File: src/hw/rtl/assert_macros.svh
// ----------------------------------------------------------------------------
// assert_macros.svh
// Assertion helpers shared by the RTL. Define ASSERT_OFF to compile them out.
// ----------------------------------------------------------------------------
`ifndef ASSERT_MACROS_SVH
`define ASSERT_MACROS_SVH

`ifndef ASSERT_OFF

// Check that a property holds at every rising clock edge outside reset.
`define AST_HOLD(lbl, clk, rstn, prop, msg) \
    lbl: assert property (@(posedge clk) disable iff (!(rstn)) (prop)) \
        else $error(msg);

// Check that a condition never occurs outside reset.
`define AST_NEVER(lbl, clk, rstn, cond, msg) \
    lbl: assert property (@(posedge clk) disable iff (!(rstn)) !(cond)) \
        else $error(msg);

`else

`define AST_HOLD(lbl, clk, rstn, prop, msg)
`define AST_NEVER(lbl, clk, rstn, cond, msg)

`endif

`endif

File: src/hw/rtl/fame_pkg.sv
// ----------------------------------------------------------------------------
// fame_pkg
// Shared widths, item codes and types of the arc match epsilon filter.
// ----------------------------------------------------------------------------
package fame_pkg;

    localparam int LABEL_W   = 16;
    localparam int PAYLOAD_W = 32;
    localparam int INDEX_W   = 5;
    localparam int KIND_W    = 2;
    localparam int FSTATE_W  = 2;
    localparam int ENTRY_W   = 2 * LABEL_W + PAYLOAD_W;

    // Input word kinds
    localparam logic [KIND_W-1:0] KIND_CLEAR  = 2'd0;
    localparam logic [KIND_W-1:0] KIND_APPEND = 2'd1;
    localparam logic [KIND_W-1:0] KIND_PROBE  = 2'd2;

    // Configuration register indexes
    localparam logic REG_EPSILON = 1'b0;
    localparam logic REG_LOOP    = 1'b1;

    typedef logic [LABEL_W-1:0] label_t;

    // Verdict of the composition filter for one arc pair
    typedef struct packed {
        logic admit;
        logic next_f;
    } filt_res_t;

endpackage

File: src/hw/rtl/fame_ram.sv
// ----------------------------------------------------------------------------
// fame_ram
// Simple dual-port RAM: one write port, one read port with registered data.
// ----------------------------------------------------------------------------
module fame_ram #(
    parameter int WIDTH = 64,
    parameter int DEPTH = 32
) (
    input  logic                                      aclk,
    input  logic                                      we,
    input  logic [((DEPTH > 1) ? $clog2(DEPTH) : 1)-1:0] waddr,
    input  logic [WIDTH-1:0]                          wdata,
    input  logic                                      re,
    input  logic [((DEPTH > 1) ? $clog2(DEPTH) : 1)-1:0] raddr,
    output logic [WIDTH-1:0]                          rdata
);

    logic [WIDTH-1:0] mem [DEPTH];
    logic [WIDTH-1:0] rdata_reg;

    // Write port
    always_ff @(posedge aclk) begin
        if (we) begin
            mem[waddr] <= wdata;
        end
    end

    // Read port, data held until the next read
    always_ff @(posedge aclk) begin
        if (re) begin
            rdata_reg <= mem[raddr];
        end
    end

    assign rdata = rdata_reg;

endmodule

File: src/hw/rtl/fame_filter.sv
// ----------------------------------------------------------------------------
// fame_filter
// Composition epsilon filter: decides whether a probe output label and a
// stored input label pair up, and gives the new filter state.
// ----------------------------------------------------------------------------
module fame_filter (
    input  fame_pkg::label_t    probe_ol,
    input  fame_pkg::label_t    stored_il,
    input  fame_pkg::label_t    eps_label,
    input  fame_pkg::label_t    loop_label,
    input  logic                fstate_zero,
    output fame_pkg::filt_res_t res
);
    import fame_pkg::*;

    logic same;
    logic ol_eps;
    logic ol_loop;
    logic il_eps;
    logic il_loop;

    assign same    = (probe_ol == stored_il);
    assign ol_eps  = (probe_ol == eps_label);
    assign ol_loop = (probe_ol == loop_label);
    assign il_eps  = (stored_il == eps_label);
    assign il_loop = (stored_il == loop_label);

    // Try the rules in priority order
    always_comb begin
        res.admit  = 1'b0;
        res.next_f = 1'b0;
        if (same && !ol_eps && !ol_loop) begin
            res.admit = 1'b1;
        end else if (ol_eps && il_loop && fstate_zero) begin
            res.admit = 1'b1;
        end else if (ol_loop && il_eps) begin
            res.admit  = 1'b1;
            res.next_f = 1'b1;
        end
    end

endmodule

File: src/hw/rtl/fst_arc_match_epsilon_filter.sv
// ----------------------------------------------------------------------------
// fst_arc_match_epsilon_filter
// Arc matcher for transducer composition with an epsilon filter.
// ----------------------------------------------------------------------------
// Usage:
//   The input channel (s_*) takes one word per item: clear the arc table,
//   append one arc, or probe the table with an arc and a filter state.
//   The result channel (m_*) returns, for each probe, every stored arc whose
//   input label pairs with the probe's output label, in index order, with
//   last_flag on the final word; a probe without a match returns one word
//   with match_flag clear. Clear and append return nothing. The user must set
//   epsilon codes on the cfg_* write port only while idle; not enforced here.
// Operation:
//   Clear and append complete without leaving the idle state. A probe scans
//   the table, reading one entry from the RAM and then running it through
//   the shared filter compare, entry by entry. s_ready is low for the
//   whole probe.
//   A stalled receiver holds the output register; the scan waits on the next
//   match until the word ahead of it is taken.
// Reset: the table count and all control state clear; table contents are
//   undefined until appended; epsilon is 0 and the loop marker 65535.
// ----------------------------------------------------------------------------
module fst_arc_match_epsilon_filter #(
    parameter int MAX_ARCS = 32
) (
    input  logic                                aclk,
    input  logic                                aresetn,

    input  logic                                cfg_we,
    input  logic                                cfg_index,
    input  logic [fame_pkg::LABEL_W-1:0]        cfg_wdata,

    input  logic                                s_valid,
    output logic                                s_ready,
    input  logic [fame_pkg::KIND_W-1:0]         s_kind,
    input  logic [fame_pkg::LABEL_W-1:0]        s_arc_ilabel,
    input  logic [fame_pkg::LABEL_W-1:0]        s_arc_olabel,
    input  logic [fame_pkg::PAYLOAD_W-1:0]      s_arc_payload,
    input  logic [fame_pkg::FSTATE_W-1:0]       s_filter_state,

    output logic                                m_valid,
    input  logic                                m_ready,
    output logic [fame_pkg::LABEL_W-1:0]        m_probe_ilabel,
    output logic [fame_pkg::LABEL_W-1:0]        m_probe_olabel,
    output logic [fame_pkg::PAYLOAD_W-1:0]      m_probe_payload,
    output logic [fame_pkg::INDEX_W-1:0]        m_stored_index,
    output logic [fame_pkg::LABEL_W-1:0]        m_stored_ilabel,
    output logic [fame_pkg::LABEL_W-1:0]        m_stored_olabel,
    output logic [fame_pkg::PAYLOAD_W-1:0]      m_stored_payload,
    output logic                                m_next_filter,
    output logic                                m_match_flag,
    output logic                                m_last_flag
);
    import fame_pkg::*;

    `include "assert_macros.svh"

    localparam int IDX_W = (MAX_ARCS > 1) ? $clog2(MAX_ARCS) : 1;
    localparam int CNT_W = $clog2(MAX_ARCS + 1);

    // Sequencer states
    localparam logic [1:0] ST_IDLE  = 2'd0;
    localparam logic [1:0] ST_READ  = 2'd1;
    localparam logic [1:0] ST_EVAL  = 2'd2;
    localparam logic [1:0] ST_FLUSH = 2'd3;

    // Control state
    logic [1:0]       state_reg, state_next;
    logic [CNT_W-1:0] count_reg, count_next;
    logic [IDX_W-1:0] idx_reg, idx_next;
    logic             hold_valid_reg, hold_valid_next;
    logic             m_valid_reg, m_valid_next;
    label_t           eps_reg, eps_next;
    label_t           loop_reg, loop_next;

    // Probe arc
    label_t                pr_il_reg, pr_il_next;
    label_t                pr_ol_reg, pr_ol_next;
    logic [PAYLOAD_W-1:0]  pr_pl_reg, pr_pl_next;
    logic                  pr_fzero_reg, pr_fzero_next;

    // Pending match, sent once the next match or the scan end shows up
    logic [IDX_W-1:0]      hold_idx_reg, hold_idx_next;
    label_t                hold_il_reg, hold_il_next;
    label_t                hold_ol_reg, hold_ol_next;
    logic [PAYLOAD_W-1:0]  hold_pl_reg, hold_pl_next;
    logic                  hold_nf_reg, hold_nf_next;

    // Output register payload
    label_t                o_pil_reg, o_pil_next;
    label_t                o_pol_reg, o_pol_next;
    logic [PAYLOAD_W-1:0]  o_ppl_reg, o_ppl_next;
    logic [INDEX_W-1:0]    o_idx_reg, o_idx_next;
    label_t                o_sil_reg, o_sil_next;
    label_t                o_sol_reg, o_sol_next;
    logic [PAYLOAD_W-1:0]  o_spl_reg, o_spl_next;
    logic                  o_nf_reg, o_nf_next;
    logic                  o_match_reg, o_match_next;
    logic                  o_last_reg, o_last_next;

    // Table RAM and filter
    logic                  ram_we;
    logic                  ram_re;
    logic [ENTRY_W-1:0]    ram_wdata;
    logic [ENTRY_W-1:0]    ram_rdata;
    label_t                rd_il;
    label_t                rd_ol;
    logic [PAYLOAD_W-1:0]  rd_pl;
    filt_res_t             filt;

    logic                  accept;
    logic                  out_free;
    logic                  scan_end;
    logic [CNT_W:0]        idx_plus1;

    fame_ram #(
        .WIDTH (ENTRY_W),
        .DEPTH (MAX_ARCS)
    ) u_table (
        .aclk  (aclk),
        .we    (ram_we),
        .waddr (count_reg[IDX_W-1:0]),
        .wdata (ram_wdata),
        .re    (ram_re),
        .raddr (idx_reg),
        .rdata (ram_rdata)
    );

    assign ram_wdata = {s_arc_ilabel, s_arc_olabel, s_arc_payload};
    assign rd_il     = ram_rdata[ENTRY_W-1 -: LABEL_W];
    assign rd_ol     = ram_rdata[PAYLOAD_W +: LABEL_W];
    assign rd_pl     = ram_rdata[PAYLOAD_W-1:0];

    fame_filter u_filter (
        .probe_ol    (pr_ol_reg),
        .stored_il   (rd_il),
        .eps_label   (eps_reg),
        .loop_label  (loop_reg),
        .fstate_zero (pr_fzero_reg),
        .res         (filt)
    );

    assign s_ready   = (state_reg == ST_IDLE);
    assign accept    = s_valid && s_ready;
    assign out_free  = !m_valid_reg || m_ready;
    assign idx_plus1 = (CNT_W + 1)'(idx_reg) + (CNT_W + 1)'(1);
    assign scan_end  = (idx_plus1 == {1'b0, count_reg});

    // Sequencer and datapath next state
    always_comb begin
        state_next      = state_reg;
        count_next      = count_reg;
        idx_next        = idx_reg;
        hold_valid_next = hold_valid_reg;
        m_valid_next    = m_valid_reg && !m_ready;
        eps_next        = eps_reg;
        loop_next       = loop_reg;
        pr_il_next      = pr_il_reg;
        pr_ol_next      = pr_ol_reg;
        pr_pl_next      = pr_pl_reg;
        pr_fzero_next   = pr_fzero_reg;
        hold_idx_next   = hold_idx_reg;
        hold_il_next    = hold_il_reg;
        hold_ol_next    = hold_ol_reg;
        hold_pl_next    = hold_pl_reg;
        hold_nf_next    = hold_nf_reg;
        o_pil_next      = o_pil_reg;
        o_pol_next      = o_pol_reg;
        o_ppl_next      = o_ppl_reg;
        o_idx_next      = o_idx_reg;
        o_sil_next      = o_sil_reg;
        o_sol_next      = o_sol_reg;
        o_spl_next      = o_spl_reg;
        o_nf_next       = o_nf_reg;
        o_match_next    = o_match_reg;
        o_last_next     = o_last_reg;
        ram_we          = 1'b0;
        ram_re          = 1'b0;

        // Configuration writes
        if (cfg_we) begin
            case (cfg_index)
                REG_EPSILON: eps_next  = cfg_wdata;
                REG_LOOP:    loop_next = cfg_wdata;
                default: ;
            endcase
        end

        case (state_reg)
            ST_IDLE: begin
                if (accept) begin
                    case (s_kind)
                        KIND_CLEAR: begin
                            count_next = '0;
                        end
                        KIND_APPEND: begin
                            // Drop appends once the table is full
                            if (count_reg < CNT_W'(MAX_ARCS)) begin
                                ram_we     = 1'b1;
                                count_next = count_reg + CNT_W'(1);
                            end
                        end
                        KIND_PROBE: begin
                            pr_il_next      = s_arc_ilabel;
                            pr_ol_next      = s_arc_olabel;
                            pr_pl_next      = s_arc_payload;
                            pr_fzero_next   = (s_filter_state == '0);
                            idx_next        = '0;
                            hold_valid_next = 1'b0;
                            state_next      = (count_reg == '0) ? ST_FLUSH : ST_READ;
                        end
                        default: ;
                    endcase
                end
            end
            ST_READ: begin
                ram_re     = 1'b1;
                state_next = ST_EVAL;
            end
            ST_EVAL: begin
                // Advance unless a held match must go out and the output is busy
                if (!filt.admit || !hold_valid_reg || out_free) begin
                    if (filt.admit) begin
                        if (hold_valid_reg) begin
                            m_valid_next = 1'b1;
                            o_pil_next   = pr_il_reg;
                            o_pol_next   = pr_ol_reg;
                            o_ppl_next   = pr_pl_reg;
                            o_idx_next   = INDEX_W'(hold_idx_reg);
                            o_sil_next   = hold_il_reg;
                            o_sol_next   = hold_ol_reg;
                            o_spl_next   = hold_pl_reg;
                            o_nf_next    = hold_nf_reg;
                            o_match_next = 1'b1;
                            o_last_next  = 1'b0;
                        end
                        hold_valid_next = 1'b1;
                        hold_idx_next   = idx_reg;
                        hold_il_next    = rd_il;
                        hold_ol_next    = rd_ol;
                        hold_pl_next    = rd_pl;
                        hold_nf_next    = filt.next_f;
                    end
                    if (scan_end) begin
                        state_next = ST_FLUSH;
                    end else begin
                        idx_next   = idx_reg + IDX_W'(1);
                        state_next = ST_READ;
                    end
                end
            end
            ST_FLUSH: begin
                // Send the final word: the held match or a no-match word
                if (out_free) begin
                    m_valid_next    = 1'b1;
                    o_pil_next      = pr_il_reg;
                    o_pol_next      = pr_ol_reg;
                    o_ppl_next      = pr_pl_reg;
                    o_last_next     = 1'b1;
                    o_match_next    = hold_valid_reg;
                    if (hold_valid_reg) begin
                        o_idx_next = INDEX_W'(hold_idx_reg);
                        o_sil_next = hold_il_reg;
                        o_sol_next = hold_ol_reg;
                        o_spl_next = hold_pl_reg;
                        o_nf_next  = hold_nf_reg;
                    end else begin
                        o_idx_next = '0;
                        o_sil_next = '0;
                        o_sol_next = '0;
                        o_spl_next = '0;
                        o_nf_next  = 1'b0;
                    end
                    hold_valid_next = 1'b0;
                    state_next      = ST_IDLE;
                end
            end
            default: begin
                state_next = ST_IDLE;
            end
        endcase
    end

    // Control registers
    always_ff @(posedge aclk) begin
        if (!aresetn) begin
            state_reg      <= ST_IDLE;
            count_reg      <= '0;
            idx_reg        <= '0;
            hold_valid_reg <= 1'b0;
            m_valid_reg    <= 1'b0;
            eps_reg        <= '0;
            loop_reg       <= '1;
        end else begin
            state_reg      <= state_next;
            count_reg      <= count_next;
            idx_reg        <= idx_next;
            hold_valid_reg <= hold_valid_next;
            m_valid_reg    <= m_valid_next;
            eps_reg        <= eps_next;
            loop_reg       <= loop_next;
        end
    end

    // Payload registers
    always_ff @(posedge aclk) begin
        pr_il_reg    <= pr_il_next;
        pr_ol_reg    <= pr_ol_next;
        pr_pl_reg    <= pr_pl_next;
        pr_fzero_reg <= pr_fzero_next;
        hold_idx_reg <= hold_idx_next;
        hold_il_reg  <= hold_il_next;
        hold_ol_reg  <= hold_ol_next;
        hold_pl_reg  <= hold_pl_next;
        hold_nf_reg  <= hold_nf_next;
        o_pil_reg    <= o_pil_next;
        o_pol_reg    <= o_pol_next;
        o_ppl_reg    <= o_ppl_next;
        o_idx_reg    <= o_idx_next;
        o_sil_reg    <= o_sil_next;
        o_sol_reg    <= o_sol_next;
        o_spl_reg    <= o_spl_next;
        o_nf_reg     <= o_nf_next;
        o_match_reg  <= o_match_next;
        o_last_reg   <= o_last_next;
    end

    assign m_valid          = m_valid_reg;
    assign m_probe_ilabel   = o_pil_reg;
    assign m_probe_olabel   = o_pol_reg;
    assign m_probe_payload  = o_ppl_reg;
    assign m_stored_index   = o_idx_reg;
    assign m_stored_ilabel  = o_sil_reg;
    assign m_stored_olabel  = o_sol_reg;
    assign m_stored_payload = o_spl_reg;
    assign m_next_filter    = o_nf_reg;
    assign m_match_flag     = o_match_reg;
    assign m_last_flag      = o_last_reg;

    // Checks
    `AST_HOLD(a_count_bound, aclk, aresetn, count_reg <= CNT_W'(MAX_ARCS), "table count overflow")
    `AST_HOLD(a_nomatch_last, aclk, aresetn, (m_valid && !m_match_flag) |-> m_last_flag, "no-match word without last")
    `AST_NEVER(a_scan_empty, aclk, aresetn, (state_reg == ST_READ) && (count_reg == '0), "scan of empty table")
    `AST_NEVER(a_hold_ready, aclk, aresetn, hold_valid_reg && s_ready, "input taken with match pending")

endmodule
File: config.mk
export PLATFORM = sky130hd
export DESIGN_NAME = fst_arc_match_epsilon_filter
export DESIGN_NICKNAME = d
export VERILOG_FILES = /design/src/hw/rtl/fame_pkg.sv /design/src/hw/rtl/fame_ram.sv /design/src/hw/rtl/fame_filter.sv /design/src/hw/rtl/fst_arc_match_epsilon_filter.sv
export VERILOG_INCLUDE_DIRS = /design/src /design/src/hw/rtl
export SDC_FILE = /design/constraint.sdc
export NUM_CORES = 2
export LEC_CHECK = 0
export BUFFER_PORTS_ARGS = -buffer_cell sky130_fd_sc_hd__buf_2
export CORE_ASPECT_RATIO = 0.8
export CORE_UTILIZATION = 46
export DETAILED_ROUTE_END_ITERATION = 12
export PLACE_DENSITY = 0.61
export SLEW_MARGIN = 25
export SYNTH_ARGS = -nofsm -noshare
export SYNTH_HDL_FRONTEND = slang
export SYNTH_SLANG_ARGS = --single-unit
File: constraint.sdc
create_clock -name aclk -period 14.7 [get_ports aclk]
set_clock_uncertainty 0.15 [all_clocks]
set_input_delay 1.47 -clock aclk [delete_from_list [all_inputs] [get_ports aclk]]
set_output_delay 1.47 -clock aclk [all_outputs]
set_load 0.02 [all_outputs]
# After elaboration in Yosys (flattened, before gate mapping)
# Memories as Yosys holds them, arrays and structs flattened. A register that Yosys moved wholly into a read port is not among the register bits.
# Index checks and enable logic that the tools add are counted.
[op_classes]
mux = 90
eq_ne = 19
reduce_logical = 34
bitwise_logic = 1
magnitude_cmp = 1
add_sub_neg = 3
[op_table]
columns = ["operator", "count"]
rows = [
  ["two-way mux 16 bit", 18],
  ["two-way mux 32 bit", 9],
  ["case mux 16 bit (2 select lines)", 4],
  ["case mux 32 bit (2 select lines)", 2],
  ["equality test 16 bit", 5],
  ["two-way mux 5 bit", 9],
  ["two-way mux 1 bit", 31],
  ["case mux 5 bit (2 select lines)", 2],
  ["two-way mux 2 bit", 7],
  ["inequality test 2 bit (second input constant)", 6],
  ["case mux 6 bit (2 select lines)", 1],
  ["AND reduction 5 bit", 2],
  ["case mux 1 bit (2 select lines)", 4],
  ["case mux 2 bit (4 select lines)", 1],
  ["AND reduction 4 bit", 2],
  ["logical AND 1 bit", 7],
  ["adder 5 x 1 -> 6 bit (second input constant)", 1],
  ["adder 6 x 1 -> 6 bit (second input constant)", 1],
  ["equality test 2 bit (second input constant)", 3],
  ["equality test 6 bit", 1],
  ["zero test 1 bit", 6],
  ["zero test 2 bit", 3],
  ["zero test 6 bit", 1],
  ["less-than comparator 6 bit (second input constant)", 1],
  ["other kinds (13)", 21],
]
[word_totals]
mem_count = 1
ram_bits = 2048
output_inout_bits = 138
elab_cells = 175
reg_bits = 318
[memory_table]
columns = ["memory", "depth", "word_bits", "rd", "rd_ports_with_merged_regs", "write_ports", "line_no", "source"]
rows = [
  ["u_table.mem", 32, 64, 1, 1, 1, "fame_ram.sv:18", "logic [WIDTH-1:0] mem [DEPTH];"],
]

# Longest topological paths before layout
[depth]
ltp_word = 10
ltp_mapped = 9

# Hierarchy
# Synthesis repeated with hierarchy kept, for this count alone.
[unflattened]
hier_cells = 3809
hier_area_um2 = 91176.2
[by_module_without_submodules]
columns = ["module", "cells_each", "instances", "area_per_inst_um2", "seq_area_each_um2"]
rows = [
  ["fame_ram", 3096, 1, 79613.9, 63420.8],
  ["fst_arc_match_epsilon_filter", 602, 1, 10667.7, 9078.7],
  ["fame_filter", 111, 1, 894.6, 0.0],
]

# Worst setup path before layout
# No wires, ideal clock.
[synth_timing]
kind = "input -> register"
startpoint = "in m_ready"
endpoint = "reg o_last_reg, in the netlist m_last_flag, enable pin"
required_time_ns = 13.713
stages = 2
n_path_buf = 0
path_slack_ns = 2.063
arrival_ns = 11.650
setup_time_ns = 0.837
cell_sequence = "nor2b_1 -> o32ai_1"
[synth_via]
elab_chain_len = 4
word_cells_on_any_way = 5
[synth_rtl]
columns = ["item", "line_no", "source"]
rows = [
  ["start: declaration", "fst_arc_match_epsilon_filter.sv:42", "input logic m_ready,"],
  ["logical OR 1 bit (*)", "fst_arc_match_epsilon_filter.sv:145", "assign out_free = !m_valid_reg || m_ready;"],
  ["logical OR 1 bit", "fst_arc_match_epsilon_filter.sv:222", "if (!filt.admit || !hold_valid_reg || out_free) begin"],
  ["inequality test 2 bit (no source line)", "--", ""],
  ["AND reduction 5 bit (no source line) (*)", "--", ""],
  ["end signal: assignment", "fst_arc_match_epsilon_filter.sv:325", "o_last_reg <= o_last_next;"],
  ["end: declaration", "fst_arc_match_epsilon_filter.sv:99", "logic o_last_reg, o_last_next;"],
]
# Every way passes the cells marked *; elsewhere a longest branch is shown, timed or not.
# A chain may end at the register's enable or synchronous reset.

==> results.txt <==
----------------------------------------------------
[Critical path]
  Crit. Startpoint ... idx_reg[0]
  Startpoint of the lowest-slack register-to-register path ... idx_reg[0]
  Endpoint of the most critical register-to-register path ... u_table.rdata[30]
  Type of element launching the critical path ... register
  CP arrival ... 5.42 ns
  Crit Path Category ... register to register
  Register-to-register path setup slack ... 9.72 ns
  Number of cell instances on the worst register-to-register path ... 6
  Kind of end point of the critical path ... register
  Critical-path maximum fanout ... 42
  WP data required ... 15.14 ns

[Final layout]
  Largest register FFs ... 2048
  Non-filler cells, final ... 6894
  Top library cells by usage in the layout, fill and taps aside ... sky130_fd_sc_hd__edfxtp_1 (2383), sky130_fd_sc_hd__mux4_2 (640), sky130_fd_sc_hd__clkbuf_16 (228)
  Number of fill cells in the layout ... 14.9k
  Area occupied by multi-input gates ... 18100 um2
  Area overhead of the layout relative to synthesis ... 13.2%
  Final instance area ... 103000 um2
  Fraction of layout cells with a size suffix above 1 ... 32.3%
  Number of nets in the layout ... 4212
  Area taken by flip-flops and latches ... 72500 um2
  Most common cell after layout, fill and taps aside ... sky130_fd_sc_hd__edfxtp_1

[Min path]
  Startpoint of the worst hold path ... pr_pl_reg[27]
  Hold worst-path end ... m_probe_payload[27]
  Worst min path class ... register to register
  Hold depth ... 0

[Power and ir drop]
  Reported leakage power ... 31.1 nW
  Cell area power density ... 140 nW/um2
  Worst voltage drop across the vdd grid ... 0.126 mV

[STA]
  Period utilization ... 33.9%
  Slew headroom ... 28.4%
  Final Hold Violating Endpoints ... 0
  Final critical path time including I/O delays and setup ... 4.98 ns
  Highest achievable clock rate ... 0.201 GHz
  Final number of max-transition violations ... 0
  Sum of negative setup slack ... 0 ns
  Hold slack ... 0.234 ns
  Worst setup margin ... 9.72 ns
  Worst Tran Pin Value ... 1.07 ns
  Unrepaired setup endpoints after global routing ... no
  Setup Viol. Count Final ... 0

[Placed design]
  Port-buffer cells ... 227
  Cell count after placement ... 6456
  Pre-CTS setup slack ... 9.14 ns
  HPWL reported at the end of detailed placement ... 133000 um
  Area after detailed placement ... 95700 um2
  Final weighted congestion of routability-driven global placement ... 0.847

[Global routing]
  Antenna violations before repair ... 31
  Total congestion overflow ... 0
  Number of global-route vias before repair ... 41.1k
  First-pass GRT wire length ... 323000 um
  Overall global routing resource usage ... 23.4%
  Maximum number of pins on one net before global-route repair ... 141

[Clocking]
  Clock latency reported for the late side of the worst-skew pair ... 0.86 ns
  Clock-pin slew reported for the worst setup and hold paths after clock tree synthesis ... 0.06 ns
  Setup Buffers After CTS ... 0
  Quantity of gates resized following cts ... 0
  Cell chosen for the clock root ... sky130_fd_sc_hd__clkbuf_16
  Clock tree from TritonCTS ... built
  Number of buffers created by CTS ... 225
  H-Tree Level Count ... 4
  Buffers from clock root to sink, at most ... 3
  TritonCTS Sinks ... 2430
  Hold_buf cts ... 0

[Job]
  Maxcap violations ... 0

[Floorplanning]
  DIE WIDTH ... 500 um
  Die outline area ... 200000 um2
  Core footprint ... 196000 um2
  Initial cell density of the core ... 46.5%
  Number of cell rows ... 145
  Die height ... 400 um
  Top Ports ... 228

[Yosys]
  Cell Area, Synth ... 91100 um2
  Total number of yosys warnings ... 0
  Mean post-synth cell area ... 24.3 um2
  Synth Instances ... 3756
  Fraction of registers with async set/reset ... 0%
  Post-synthesis sequential element count ... 2430
  Number of distinct library cells after synthesis ... 45
  Synthesized Nets ... 3855
  Top flip-flop cell by instance count after synthesis ... sky130_fd_sc_hd__edfxtp_1
  Number of enable-type register cells in the synthesized netlist ... 2383
  Fraction of the yosys area taken by sequential cells ... 79.6%

[Run status]
  Status ... completed

[Routing]
  Number of routed nets with antenna violations ... 0
  DR pass1 iterations ... 5
  1st-iter DRT viols ... 5714
  Vias after detailed routing ... 41.9k
  Detail-routed net length per standard cell ... 33.6 um
  Avg Vias per Cell ... 6.08
  Post-detailed-routing wire length ... 232000 um
  Remaining routing DRC violations ... 0

----------------------------------------------------
how the worst max path moves through the flow:
stage	to	depth (start not counted)
after floorplan	m_last_flag	2
after global placement	u_table.mem[11][35]	7
after detailed placement	u_table.mem[16][19]	7
after CTS	u_table.rdata[41]	6
after global routing	u_table.rdata[38]	6
final	u_table.rdata[30]	6
routing by layer:
layer / GRT usage [%] / vias up / routed length (um)
li1: - / 16713 / -
met1: 36.0 / 22807 / 101000
met2: 32.6 / 2138 / 99400
met3: 7.81 / 253 / 27700
met4: 4.37 / 22 / 3520
met5: 0.740 / - / 322
kinds of logic after synthesis:
family | share of synthesized area, %
compound gates | 0.286
mux | 16.6
simple gates | 1.68
flops | 79.6
fa+ha+maj | 0.124
buf+inv | 0.839
xor+xnor | 0.846
worst max-delay path, stage by stage (launching register included):
cell and delay, ns:
sky130_fd_sc_hd__dfxtp_4 0.83, sky130_fd_sc_hd__buf_4 0.78, sky130_fd_sc_hd__buf_4 0.76, sky130_fd_sc_hd__buf_4 0.65
sky130_fd_sc_hd__mux4_2 0.60, sky130_fd_sc_hd__mux4_2 0.48, sky130_fd_sc_hd__mux2_2 0.27
synth_stat cells (all sizes together), types with 2 or more instances:
cell type	count	area, um2
o21ai	5	25.0
or3	6	37.5
dfxtp	47	941
buf	81	378
inv	9	33.8
a21oi	20	100
xor2	49	429
and4	3	26.3
clkbuf	94	353
nor2	49	189
nand3b	5	37.5
nor2b	3	18.8
a31oi	3	18.8
edfxtp	2383	71600
mux4	640	14400
xnor2	39	342
a211oi	2	15.0
and2	71	444
nor4	13	81.3
nor3	3	15.0
nand2b	4	25.0
nor3b	3	22.5
or4	4	33.8
mux2	64	721
mux2i	2	20.0
o31ai	3	27.5
nand3	34	170
and3	2	12.5
nand4	15	93.8
nand2	83	312
ha	9	113
stage by stage:
stage | utilization, % | power, W
2_1_floorplan | - | 0.00837
3_3_place_gp | 48.8 | 0.00874
3_5_place_dp | 48.8 | 0.00874
4_1_cts | 52.6 | 0.0145
5_1_grt | 52.6 | 0.0148
6_report | 52.6 | 0.0144
area by class of cell:
class / instances / share of cell area [%]
Clock buffer: 278 / 5.77
Clock inverter: 144 / 1.38
Multi-Input combinational cell: 1142 / 17.6
Sequential cell: 2430 / 70.3
Antenna cell: 14 / 0.0340
Inverter: 9 / 0.0328
Tap cell: 2572 / 3.12
Timing Repair Buffer: 305 / 1.76
power breakdown:
| group | total, W | leakage (nW) | internal [W] | switching [W] |
|---|---|---|---|---|
| logic | 0.000767 | 5.73 | 0.000274 | 0.000493 |
| clock network | 0.00582 | 3.57 | 0.00324 | 0.00258 |
| registers | 0.00782 | 21.8 | 0.00774 | 0.0000823 |
| total | 0.0144 | 31.1 | 0.0113 | 0.00316 |
(Power assumes the default switching activity.)
